`config.mk`:
```
export PLATFORM = sky130hd
export DESIGN_NAME = level_sensor_slow_averager_unit
export DESIGN_NICKNAME = d
export VERILOG_FILES = /design/src/rtl/lsa_pkg.sv /design/src/rtl/lsa_ram.sv /design/src/rtl/lsa_div.sv /design/src/rtl/level_sensor_slow_averager_unit.sv
export SDC_FILE = /design/constraint.sdc
export NUM_CORES = 1
export LEC_CHECK = 0
export BUFFER_PORTS_ARGS = -buffer_cell sky130_fd_sc_hd__buf_2
export CORE_MARGIN = 2
export CORE_UTILIZATION = 40
export DETAILED_ROUTE_END_ITERATION = 10
export GPL_TIMING_DRIVEN = 0
export PLACE_DENSITY = 0.68
export SETUP_SLACK_MARGIN = 0.02
export SLEW_MARGIN = 40
export SYNTH_ARGS = -nofsm -noshare
export SYNTH_HDL_FRONTEND = slang
export SYNTH_SLANG_ARGS = --single-unit
```
`constraint.sdc`:
```
create_clock -name clk -period 3 [get_ports clk]
set_input_delay 0.3 -clock clk [delete_from_list [all_inputs] [get_ports clk]]
set_output_delay 0.3 -clock clk [all_outputs]
set_load 0.03 [all_outputs]
```
`src/rtl/lsa_pkg.sv`:
```
// Shared types and constants of the level sensor slow averager.
// Used by every module of the block but lsa_ram; depends on nothing.
`default_nettype none
package lsa_pkg;

  localparam int SAMPLES    = 16;
  localparam int LEVEL_W    = 12;
  localparam int TIME_W     = 31;
  localparam int NEXT_W     = 32;
  localparam int INTV_W     = 8;
  localparam int IDX_W      = (SAMPLES > 1) ? $clog2(SAMPLES) : 1;
  localparam int CNT_W      = $clog2(SAMPLES + 1);
  localparam int SUM_W      = LEVEL_W + CNT_W;
  localparam int CFG_IDX_W  = 2;
  localparam int CFG_DATA_W = 12;

  localparam logic [IDX_W-1:0]  LAST_IDX  = IDX_W'(SAMPLES - 1);
  localparam logic [CNT_W-1:0]  FULL_CNT  = CNT_W'(SAMPLES);

  localparam logic [LEVEL_W-1:0] EMPTY_RESET = 12'd4095;
  localparam logic [INTV_W-1:0]  START_RESET = 8'd1;
  localparam logic [INTV_W-1:0]  LIMIT_RESET = 8'd60;

  typedef enum logic [CFG_IDX_W-1:0] {
    REG_EMPTY_READING  = 2'd0,
    REG_INTERVAL_START = 2'd1,
    REG_INTERVAL_LIMIT = 2'd2,
    REG_RAW_MODE       = 2'd3
  } cfg_reg_t;

  typedef enum logic [2:0] {
    ST_IDLE,
    ST_WRITE,
    ST_SCHED,
    ST_SUM,
    ST_DIV,
    ST_DONE
  } state_t;

  typedef struct packed {
    logic [LEVEL_W-1:0] raw_reading;
    logic [TIME_W-1:0]  now_seconds;
  } in_item_t;

  typedef struct packed {
    logic [LEVEL_W-1:0] level;
    logic               updated;
  } out_item_t;

  typedef struct packed {
    logic             start;
    logic [SUM_W-1:0] dividend;
    logic [CNT_W-1:0] divisor;
  } div_req_t;

endpackage
`default_nettype wire

```
`src/rtl/lsa_ram.sv`:
```
// Generic single-write, single-read RAM with registered read data.
// Standalone; no package dependency.
`default_nettype none
module lsa_ram #(
  parameter int WIDTH = 12,
  parameter int DEPTH = 16
) (
  input  wire logic                                    clk,
  input  wire logic                                    we,
  input  wire logic [((DEPTH > 1) ? $clog2(DEPTH) : 1)-1:0] waddr,
  input  wire logic [WIDTH-1:0]                        wdata,
  input  wire logic [((DEPTH > 1) ? $clog2(DEPTH) : 1)-1:0] raddr,
  output logic      [WIDTH-1:0]                        rdata
);

  logic [WIDTH-1:0] mem [DEPTH];

  always_ff @(posedge clk) begin
    if (we) begin
      mem[waddr] <= wdata;
    end
    rdata <= mem[raddr];
  end

endmodule
`default_nettype wire

```
`src/rtl/lsa_div.sv`:
```
// Restoring serial divider, one quotient bit per cycle.
// Depends on lsa_pkg for widths and the request struct.
`default_nettype none
module lsa_div (
  input  wire logic                    clk,
  input  wire logic                    rst_n,
  input  wire lsa_pkg::div_req_t       req,
  output logic                         done,
  output logic [lsa_pkg::SUM_W-1:0]    quotient
);

  localparam int REM_W = lsa_pkg::CNT_W + 1;
  localparam int DCNT_W = $clog2(lsa_pkg::SUM_W + 1);

  logic                       busy_r, busy_nxt;
  logic                       done_r, done_nxt;
  logic [DCNT_W-1:0]          cnt_r, cnt_nxt;
  logic [lsa_pkg::SUM_W-1:0]  quo_r, quo_nxt;
  logic [REM_W-1:0]           rem_r, rem_nxt;
  logic [lsa_pkg::CNT_W-1:0]  dvsr_r, dvsr_nxt;
  logic [REM_W-1:0]           rem_sh;
  logic                       ge;

  assign rem_sh = {rem_r[REM_W-2:0], quo_r[lsa_pkg::SUM_W-1]};
  assign ge     = rem_sh >= REM_W'(dvsr_r);

  always_comb begin
    busy_nxt = busy_r;
    done_nxt = 1'b0;
    cnt_nxt  = cnt_r;
    quo_nxt  = quo_r;
    rem_nxt  = rem_r;
    dvsr_nxt = dvsr_r;
    if (req.start) begin
      busy_nxt = 1'b1;
      cnt_nxt  = DCNT_W'(lsa_pkg::SUM_W);
      quo_nxt  = req.dividend;
      rem_nxt  = '0;
      dvsr_nxt = req.divisor;
    end else if (busy_r) begin
      quo_nxt = {quo_r[lsa_pkg::SUM_W-2:0], ge};
      rem_nxt = ge ? (rem_sh - REM_W'(dvsr_r)) : rem_sh;
      cnt_nxt = cnt_r - DCNT_W'(1);
      if (cnt_r == DCNT_W'(1)) begin
        busy_nxt = 1'b0;
        done_nxt = 1'b1;
      end
    end
  end

  always_ff @(posedge clk) begin
    if (!rst_n) begin
      busy_r <= 1'b0;
      done_r <= 1'b0;
    end else begin
      busy_r <= busy_nxt;
      done_r <= done_nxt;
    end
    cnt_r  <= cnt_nxt;
    quo_r  <= quo_nxt;
    rem_r  <= rem_nxt;
    dvsr_r <= dvsr_nxt;
  end

  assign done     = done_r;
  assign quotient = quo_r;

endmodule
`default_nettype wire

```
`src/rtl/level_sensor_slow_averager_unit.sv`:
```
// Top level of the level sensor slow averager: sequencer, sample ring, registers.
// Depends on lsa_pkg, lsa_ram and lsa_div.
//
// Each request takes one converted level, |raw_reading - empty_reading|, and
// returns one result. A raw-mode request goes from ST_IDLE straight to ST_DONE.
// Otherwise the level is written into a 16-entry sample ring in ST_WRITE; a
// request that does not trigger an update then goes to ST_DONE, and one that does
// (first request after reset, or now_seconds past the scheduled time) passes
// ST_SCHED, reads back the filled ring entries one per cycle through the ring's
// single read port in ST_SUM and then divides the sum by the fill count in a
// serial divider at one quotient bit per cycle in ST_DIV. in_ready is low while a
// request is being worked on; a finished result waits in the output register
// while the next request is accepted, and a result still waiting there holds the
// last step of the following request. The configuration port is always ready;
// the user must see that it is written only while the block is idle, as the
// block itself does not enforce this.
`default_nettype none
module level_sensor_slow_averager_unit (
  input  wire logic                                clk,
  input  wire logic                                rst_n,
  input  wire logic                                in_valid,
  output logic                                     in_ready,
  input  wire lsa_pkg::in_item_t                   in_data,
  output logic                                     out_valid,
  input  wire logic                                out_ready,
  output lsa_pkg::out_item_t                       out_data,
  input  wire logic                                cfg_valid,
  output logic                                     cfg_ready,
  input  wire logic [lsa_pkg::CFG_IDX_W-1:0]       cfg_index,
  input  wire logic [lsa_pkg::CFG_DATA_W-1:0]      cfg_data
);

  lsa_pkg::state_t state_r, state_nxt;

  logic [lsa_pkg::LEVEL_W-1:0] empty_r, empty_nxt;
  logic [lsa_pkg::INTV_W-1:0]  start_r, start_nxt;
  logic [lsa_pkg::INTV_W-1:0]  limit_r, limit_nxt;
  logic                        raw_r, raw_nxt;

  logic [lsa_pkg::CNT_W-1:0]   fill_r, fill_nxt;
  logic [lsa_pkg::IDX_W-1:0]   widx_r, widx_nxt;
  logic [lsa_pkg::LEVEL_W-1:0] held_r, held_nxt;
  logic                        started_r, started_nxt;
  logic [lsa_pkg::NEXT_W-1:0]  next_time_r, next_time_nxt;
  logic [lsa_pkg::INTV_W-1:0]  intv_r, intv_nxt;

  logic [lsa_pkg::LEVEL_W-1:0] level_r, level_nxt;
  logic [lsa_pkg::TIME_W-1:0]  now_r, now_nxt;
  logic                        upd_r, upd_nxt;
  logic [lsa_pkg::CNT_W-1:0]   idx_r, idx_nxt;
  logic                        pend_r, pend_nxt;
  logic [lsa_pkg::SUM_W-1:0]   sum_r, sum_nxt;

  logic                        out_valid_r, out_valid_nxt;
  lsa_pkg::out_item_t          out_data_r, out_data_nxt;

  logic                        ram_we;
  logic [lsa_pkg::LEVEL_W-1:0] ram_rdata;
  lsa_pkg::div_req_t           div_req;
  logic                        div_done;
  logic [lsa_pkg::SUM_W-1:0]   div_quo;
  logic [lsa_pkg::LEVEL_W-1:0] in_level;

  assign in_level = (in_data.raw_reading >= empty_r) ? (in_data.raw_reading - empty_r)
                                                     : (empty_r - in_data.raw_reading);

  lsa_ram #(
    .WIDTH (lsa_pkg::LEVEL_W),
    .DEPTH (lsa_pkg::SAMPLES)
  ) u_ring (
    .clk   (clk),
    .we    (ram_we),
    .waddr (widx_r),
    .wdata (level_r),
    .raddr (idx_r[lsa_pkg::IDX_W-1:0]),
    .rdata (ram_rdata)
  );

  lsa_div u_div (
    .clk      (clk),
    .rst_n    (rst_n),
    .req      (div_req),
    .done     (div_done),
    .quotient (div_quo)
  );

  always_comb begin
    state_nxt     = state_r;
    empty_nxt     = empty_r;
    start_nxt     = start_r;
    limit_nxt     = limit_r;
    raw_nxt       = raw_r;
    fill_nxt      = fill_r;
    widx_nxt      = widx_r;
    held_nxt      = held_r;
    started_nxt   = started_r;
    next_time_nxt = next_time_r;
    intv_nxt      = intv_r;
    level_nxt     = level_r;
    now_nxt       = now_r;
    upd_nxt       = upd_r;
    idx_nxt       = idx_r;
    pend_nxt      = 1'b0;
    sum_nxt       = sum_r;
    out_valid_nxt = out_valid_r;
    out_data_nxt  = out_data_r;
    ram_we        = 1'b0;
    div_req       = '{start: 1'b0, dividend: sum_r, divisor: fill_r};

    if (out_valid_r && out_ready) begin
      out_valid_nxt = 1'b0;
    end

    if (cfg_valid) begin
      case (lsa_pkg::cfg_reg_t'(cfg_index))
        lsa_pkg::REG_EMPTY_READING: begin
          empty_nxt = cfg_data[lsa_pkg::LEVEL_W-1:0];
        end
        lsa_pkg::REG_INTERVAL_START: begin
          start_nxt = cfg_data[lsa_pkg::INTV_W-1:0];
          if (!started_r) begin
            intv_nxt = cfg_data[lsa_pkg::INTV_W-1:0];
          end
        end
        lsa_pkg::REG_INTERVAL_LIMIT: begin
          limit_nxt = cfg_data[lsa_pkg::INTV_W-1:0];
        end
        lsa_pkg::REG_RAW_MODE: begin
          raw_nxt = cfg_data[0];
        end
        default: begin
        end
      endcase
    end

    case (state_r)
      lsa_pkg::ST_IDLE: begin
        if (in_valid) begin
          level_nxt = in_level;
          now_nxt   = in_data.now_seconds;
          upd_nxt   = 1'b0;
          if (raw_r) begin
            held_nxt  = in_level;
            state_nxt = lsa_pkg::ST_DONE;
          end else begin
            state_nxt = lsa_pkg::ST_WRITE;
          end
        end
      end
      lsa_pkg::ST_WRITE: begin
        ram_we   = 1'b1;
        widx_nxt = (widx_r == lsa_pkg::LAST_IDX) ? '0 : widx_r + lsa_pkg::IDX_W'(1);
        if (fill_r != lsa_pkg::FULL_CNT) begin
          fill_nxt = fill_r + lsa_pkg::CNT_W'(1);
        end
        if (!started_r || (next_time_r < lsa_pkg::NEXT_W'(now_r))) begin
          started_nxt = 1'b1;
          if (intv_r < limit_r) begin
            intv_nxt = intv_r + lsa_pkg::INTV_W'(1);
          end
          state_nxt = lsa_pkg::ST_SCHED;
        end else begin
          state_nxt = lsa_pkg::ST_DONE;
        end
      end
      lsa_pkg::ST_SCHED: begin
        next_time_nxt = lsa_pkg::NEXT_W'(now_r) + lsa_pkg::NEXT_W'(intv_r);
        idx_nxt       = '0;
        sum_nxt       = '0;
        state_nxt     = lsa_pkg::ST_SUM;
      end
      lsa_pkg::ST_SUM: begin
        if (pend_r) begin
          sum_nxt = sum_r + lsa_pkg::SUM_W'(ram_rdata);
        end
        if (idx_r != fill_r) begin
          idx_nxt  = idx_r + lsa_pkg::CNT_W'(1);
          pend_nxt = 1'b1;
        end else if (!pend_r) begin
          div_req.start = 1'b1;
          state_nxt     = lsa_pkg::ST_DIV;
        end
      end
      lsa_pkg::ST_DIV: begin
        if (div_done) begin
          held_nxt  = div_quo[lsa_pkg::LEVEL_W-1:0];
          upd_nxt   = 1'b1;
          state_nxt = lsa_pkg::ST_DONE;
        end
      end
      lsa_pkg::ST_DONE: begin
        if (!out_valid_r || out_ready) begin
          out_valid_nxt        = 1'b1;
          out_data_nxt.level   = held_r;
          out_data_nxt.updated = upd_r;
          state_nxt            = lsa_pkg::ST_IDLE;
        end
      end
      default: begin
        state_nxt = lsa_pkg::ST_IDLE;
      end
    endcase
  end

  always_ff @(posedge clk) begin
    if (!rst_n) begin
      state_r     <= lsa_pkg::ST_IDLE;
      empty_r     <= lsa_pkg::EMPTY_RESET;
      start_r     <= lsa_pkg::START_RESET;
      limit_r     <= lsa_pkg::LIMIT_RESET;
      raw_r       <= 1'b0;
      fill_r      <= '0;
      widx_r      <= '0;
      held_r      <= '0;
      started_r   <= 1'b0;
      next_time_r <= '0;
      intv_r      <= lsa_pkg::START_RESET;
      pend_r      <= 1'b0;
      out_valid_r <= 1'b0;
    end else begin
      state_r     <= state_nxt;
      empty_r     <= empty_nxt;
      start_r     <= start_nxt;
      limit_r     <= limit_nxt;
      raw_r       <= raw_nxt;
      fill_r      <= fill_nxt;
      widx_r      <= widx_nxt;
      held_r      <= held_nxt;
      started_r   <= started_nxt;
      next_time_r <= next_time_nxt;
      intv_r      <= intv_nxt;
      pend_r      <= pend_nxt;
      out_valid_r <= out_valid_nxt;
    end
    level_r    <= level_nxt;
    now_r      <= now_nxt;
    upd_r      <= upd_nxt;
    idx_r      <= idx_nxt;
    sum_r      <= sum_nxt;
    out_data_r <= out_data_nxt;
  end

  assign in_ready  = (state_r == lsa_pkg::ST_IDLE);
  assign cfg_ready = 1'b1;
  assign out_valid = out_valid_r;
  assign out_data  = out_data_r;

endmodule
`default_nettype wire

```
Word level (Yosys, flattened, before mapping)
Memory sizes are Yosys's and may differ from the RTL's. A register that Yosys moved wholly into a read port is not among the register bits.
Cells that the tools add are included.
{"block": "totals", "reg_bits": 201, "ramBits": 192, "in_bits": 62, "out_inout_bits": 16, "word_cells": 130, "memories": 1}
{"block": "classes", "n_addsub": 10, "order_cmp": 4, "eq_ne": 20, "mux": 44, "bitwise": 2, "n_reduce_logical": 24}
{"name": "u_ring.mem", "words": 16, "word_bits": 12, "rd": 1, "rd_clocked_by_memory_dff": 1, "write_ports": 1, "line": "lsa_ram.sv:16", "source": "logic [WIDTH-1:0] mem [DEPTH];"}
{"op": "two-way mux 17 bit", "count": 3}
{"op": "two-way mux 12 bit", "count": 4}
{"op": "two-way mux 8 bit", "count": 6}
{"op": "case mux 17 bit (2 select lines)", "count": 1}
{"op": "adder 31 x 8 -> 32 bit", "count": 1}
{"op": "less-than comparator 32 x 31 -> 1 bit", "count": 1}
{"op": "case mux 12 bit (2 select lines)", "count": 1}
{"op": "subtractor 12 bit", "count": 2}
{"op": "two-way mux 3 bit", "count": 7}
{"op": "AND reduction 2 bit", "count": 10}
{"op": "case mux 3 bit (6 select lines)", "count": 1}
{"op": "adder 17 x 12 -> 17 bit", "count": 1}
{"op": "two-way mux 1 bit", "count": 16}
{"op": "greater-or-equal comparator 12 bit", "count": 1}
{"op": "!= test 2 bit (second input constant)", "count": 6}
{"op": "adder 5 x 1 -> 5 bit (second input constant)", "count": 2}
{"op": "two-way mux 5 bit", "count": 2}
{"op": "case mux 5 bit (2 select lines)", "count": 1}
{"op": "adder 8 x 1 -> 8 bit (second input constant)", "count": 1}
{"op": "less-than comparator 8 bit", "count": 1}
{"op": "equality test 3 x 2 -> 1 bit (second input constant)", "count": 2}
{"op": "equality test 3 bit (second input constant)", "count": 2}
{"op": "greater-or-equal comparator 6 x 5 -> 1 bit", "count": 1}
{"op": "nonzero test 2 bit", "count": 3}
{"op": "23 further kinds", "count": 28}

Depth between registers and ports, before layout
{"block": "depth", "depth_word": 6, "mapped_depth": 12}

Cells and area by module
Synthesis repeated with hierarchy kept, for this count alone.
{"block": "unflattened", "hier_cells": 1491, "hier_area_um2": 18814.3}
{"module": "level_sensor_slow_averager_unit", "n_inst": 1, "cells_each": 1029, "area_each_um2": 9593.0}
{"module": "lsa_ram", "n_inst": 1, "cells_each": 329, "area_each_um2": 7599.8}
{"module": "lsa_div", "n_inst": 1, "cells_each": 133, "area_each_um2": 1621.6}

Worst setup path after synthesis
Ideal clock, no wire load.
{"block": "synth_timing", "kind": "register to register", "from": "register state_r[0]", "to": "register upd_r (enable)", "setup_ps": 298, "arrival_time_ps": 2589, "required_time_ps": 2702, "setup_slack_ps": 113, "path_stages_with_launch": 5, "path_buffers": 1, "path_cell_list": "dfxtp_1 -> clkbuf_1 -> nor3_1 -> and2_1 -> a21o_1"}
{"block": "synth_via", "elab_chain_len": 3}
{"element": "start: declaration", "line": "level_sensor_slow_averager_unit.sv:33", "source": "lsa_pkg::state_t state_r, state_nxt;"}
{"element": "start signal: assignment", "line": "level_sensor_slow_averager_unit.sv:207", "source": "state_r <= lsa_pkg::ST_IDLE;"}
{"element": "start signal: assignment", "line": "level_sensor_slow_averager_unit.sv:221", "source": "state_r <= state_nxt;"}
{"element": "zero test 3 bit *"}
{"element": "via in_ready", "line": "level_sensor_slow_averager_unit.sv:22", "source": "output logic in_ready,"}
{"element": "!= test 2 bit (no source line) / nonzero test 2 bit (equally long branches)"}
{"element": "AND reduction 3 bit (no source line) *"}
{"element": "end signal: assignment", "line": "level_sensor_slow_averager_unit.sv:237", "source": "upd_r <= upd_nxt;"}
{"element": "end: declaration", "line": "level_sensor_slow_averager_unit.sv:49", "source": "logic upd_r, upd_nxt;"}
Mark *: on every way through the listed nets, which the timed path passes. The rest lies on a longest branch.
A chain may end at the register's enable or synchronous reset.

Worst setup path after layout
{"block": "layout_timing", "from": "register now_r[8] (netlist bit)", "to": "register intv_r[0] (netlist bit)"}
{"block": "layout_via", "elab_chain_len": 4}
{"element": "start: declaration", "line": "level_sensor_slow_averager_unit.sv:48", "source": "logic [lsa_pkg::TIME_W-1:0] now_r, now_nxt;"}
{"element": "start signal: assignment", "line": "level_sensor_slow_averager_unit.sv:236", "source": "now_r <= now_nxt;"}
{"element": "less-than comparator 32 x 31 -> 1 bit", "line": "level_sensor_slow_averager_unit.sv:156", "source": "if (!started_r || (next_time_r < lsa_pkg::NEXT_W'(now_r))) begin"}
{"element": "logical OR 1 bit", "line": "level_sensor_slow_averager_unit.sv:156"}
{"element": "two-way mux 8 bit", "line": "level_sensor_slow_averager_unit.sv:156"}
{"element": "two-way mux 8 bit", "line": "level_sensor_slow_averager_unit.sv:136", "source": "case (state_r)"}
{"element": "end signal: assignment", "line": "level_sensor_slow_averager_unit.sv:217", "source": "intv_r <= lsa_pkg::START_RESET;"}
{"element": "end signal: assignment", "line": "level_sensor_slow_averager_unit.sv:231", "source": "intv_r <= intv_nxt;"}
{"element": "end: declaration", "line": "level_sensor_slow_averager_unit.sv:45", "source": "logic [lsa_pkg::INTV_W-1:0] intv_r, intv_nxt;"}
Every way passes these cells.

==> results.ini <==
[power]
power.density_nw_per_um2 = 794
p_total_mw = 17.5
p_leak_nw = 8.31
ir_drop_mv = 0.647

[critical_path]
worst_ep_arrival_time_ps = 3180
crit_type = reg2reg
slowest_stage = edfxtp_1
cp_cell_sequence = inv_1 -> ha_1 -> a21oi_1 -> o21ai_1 -> a41o_1 -> o31ai_1 -> a311o_1 -> and4_1 -> a2111oi_0 -> a311oi_1
required_ps = 3400
slowest_delay_ps = 490
crit_path_max_fanout = 6
worstSetupStartpointType = register
cp-end-kind = register

[sta]
timing.fmax_mhz = 360
holdWs_ps = 30.8
setup_tns_ps = 0
worstMarginPinSlew_ps = 834
finalClockSkew_ps = 20.5
rsz0062_at_grt = yes
setup_violations = 0
fin_crit_sh_pct = 92.5
fin_crit_ps = 2780
finalHoldViolations = 0
slew_headroom_pct = 44.4
slew_violations = 0

[global_route]
grt_max_degree = 32
grt_usage_pct = 17.9
antenna_found_initial = 1
grt_pass1_vias = 12800
grt-ovfl-total = 0
grtUsageMet3_pct = 2.65
top_usage_layer = met2
met1_usage_pct = 23.9
met2_usage_pct = 30.1
grt_pass1_wl_um = 70000

[clocking]
cts_buffers = 41
cts_tree = yes
clock_sinks = 405
cts_buffer_depth = 3
clock_latency_ps = 560
ctsHtreeMaxLevel = 2
path_clk_slew_ps = 60
cts_root_buffer = clkbuf_16

[worst_hold_path]
min_path_type = in2reg

[job]
drv_cap = 0

[floorplanning]
initial_core_util_pct = 40.7
rows = 79
dieWidth_um = 222
die_h_um = 222
core_area_um2 = 46700
io_pins = 78
die-area_um2 = 49200

[finish]
final-seq-area_um2 = 11000
finalNetCount = 1881
fin_util_pct = 47.1
drive_above_1_share_pct = 15.0
final.fill_count = 4156
multi_input_area_um2 = 7340
area_growth_pct = 15.9
final_cells = 2360

[yosys]
synth-seq-cells = 405
synth_cells = 1558
yosysWarnings = 0
synth_edf_count = 293
synth_area_leaders = edfxtp_1, dfxtp_1, ha_1
yosys-top-cells-count = edfxtp_1, nand2_1, dfxtp_1
post-synth-top-area-fraction_pct = 46.4
ys_seq_area_share_pct = 58.2
syn-num-nets = 1720
synth_cell_type_count = 73
synth-async-reset-ratio_pct = 0
yosysMostFrequentCell = edfxtp_1
yosys.area.top_type = edfxtp_1
syn-cell-area_um2 = 19000
syn_area_per_cell_um2 = 12.2
synth-main-ff-cell = edfxtp_1

[drt]
vias = 12800
drt_iter0_markers = 951
ant_nets = 0
drcViolationCount = 0
wire_per_inst_um = 18.7
first_pass_iters = 5
vias_per_cell = 5.42
wl_um = 44200

[placement]
hpwl_um = 31500
gp_congestion = 0.855
io_buffers = 75
placed_cells = 2249

[status]
status = finished clean

==> layer usage <==
| metal | share of wire, % | routed length, µm |
|---|---|---|
| met1 | 44 | 19500 |
| met2 | 48 | 21200 |
| met3 | 5.4 | 2380 |
| met4 | 2.6 | 1150 |
| met5 | 0 | 0 |
==> cell usage in the layout (no fill, tap or decap), types with 7 or more instances in the layout <==
master and n:
edfxtp_1 293, nand2_1 126, dfxtp_1 112, inv_1 96, ha_1 95, buf_2 91, nor2_1 85, a21oi_1 79
o21ai_0 70, clkbuf_1 57, mux2i_1 55, xnor2_1 44, clkbuf_16 41, nand3_1 37, dlygate4sd3_1 34, o211ai_1 27
nor3_1 26, mux2_2 25, mux4_2 24, xor2_1 21, nor2b_1 18, nand4_1 18, a21o_1 15, nor2_2 14
a221oi_1 13, a22oi_1 13, and3_1 13, nand2b_1 11, a31oi_1 11, a211oi_1 11, buf_4 9, o21a_1 9
and2_1 7, or2_2 7, o22ai_1 7
==> state kept, by name (all words and copies together), names as in the netlist, 3 cells and up <==
name / count
u_div.quotient: 17
fill_r: 5
empty_r: 12
now_r: 31
widx_r: 4
u_ring.mem: 192
limit_r: 8
state_r: 3
idx_r: 5
intv_r: 8
next_time_r: 32
u_div.cnt_r: 5
held_r: 12
u_ring.rdata: 12
out_data: 13
level_r: 12
sum_r: 17
u_div.rem_r: 5
u_div.dvsr_r: 5
==> stage by stage <==
stage | setup WS, ps | instance area [µm²]
after detailed placement | -10.8 | 20200
after global routing | 14.0 | 22000
after global placement | -948 | 20100
after floorplan | 113 | 19000
after CTS | 25.3 | 21900
final | 225 | 22000
==> where the power goes <==
part / internal [mW] / leakage [nW] / switching, mW / total, mW
combinational: 1.84 / 4.07 / 2.80 / 4.64
clock: 2.94 / 0.657 / 2.22 / 5.16
sequential: 7.01 / 3.59 / 0.653 / 7.66
total: 11.8 / 8.31 / 5.67 / 17.5
==> repair_timing <==
action | CTS | global route
endpoints found under the setup margin | 19 | 35
hold endpoints to repair | 34 | 0
gates resized for setup | 2 | 6
hold buffers | 34 | 0
setup buffers | 0 | 1
==> worst max-delay path, delay by kind of cell (launching register included) <==
| family | cells | cell delay [ps] |
|---|---|---|
| AO/OA/AOI/OAI | 7 | 1410 |
| flip-flops | 1 | 490 |
| buffers and inverters | 1 | 240 |
| AND/OR/NAND/NOR | 1 | 290 |
| adder cells (fa/ha/maj) | 1 | 190 |
==> area by class of cell <==
| cell class | count | share of cell area [%] |
|---|---|---|
| tap | 607 | 3.45 |
| sequential | 405 | 50.2 |
| buffer | 74 | 1.50 |
| clock inverter | 21 | 1.02 |
| multi-input combinational | 982 | 33.4 |
| inverter | 96 | 1.64 |
| timing repair buffer | 119 | 3.63 |
| clock buffer | 55 | 5.13 |
| antenna | 1 | 0.0114 |
==> final timing paths <==
check | to | slack [ps] | depth (start not counted) | startpoint
worst min register to register | out_data[0] | 420 | 0 | upd_r
worst min-delay path | empty_r[9] | 30 | 3 | cfg_data[9]
worst max-delay path | intv_r[0] | 220 | 10 | now_r[8]
worst max register to register | intv_r[0] | 220 | 10 | now_r[8]
==> cell families (layout without fill, tap and decap cells) <==
kind of cell / count (synthesis) / after routing / share of synthesized area (%)
buffers and inverters: 171 / 365 / 3.64
xor gates and xnor gates: 65 / 65 / 3.00
AOI/OAI and AO/OA: 312 / 312 / 11.1
adders and majority gates: 100 / 100 / 6.79
DFF: 405 / 405 / 58.2
other: 1 / 2 / 0.0198
and+or+nand+nor: 400 / 400 / 10.1
muxes: 104 / 104 / 7.23
No activity file was read; power rests on OpenSTA's default activity.
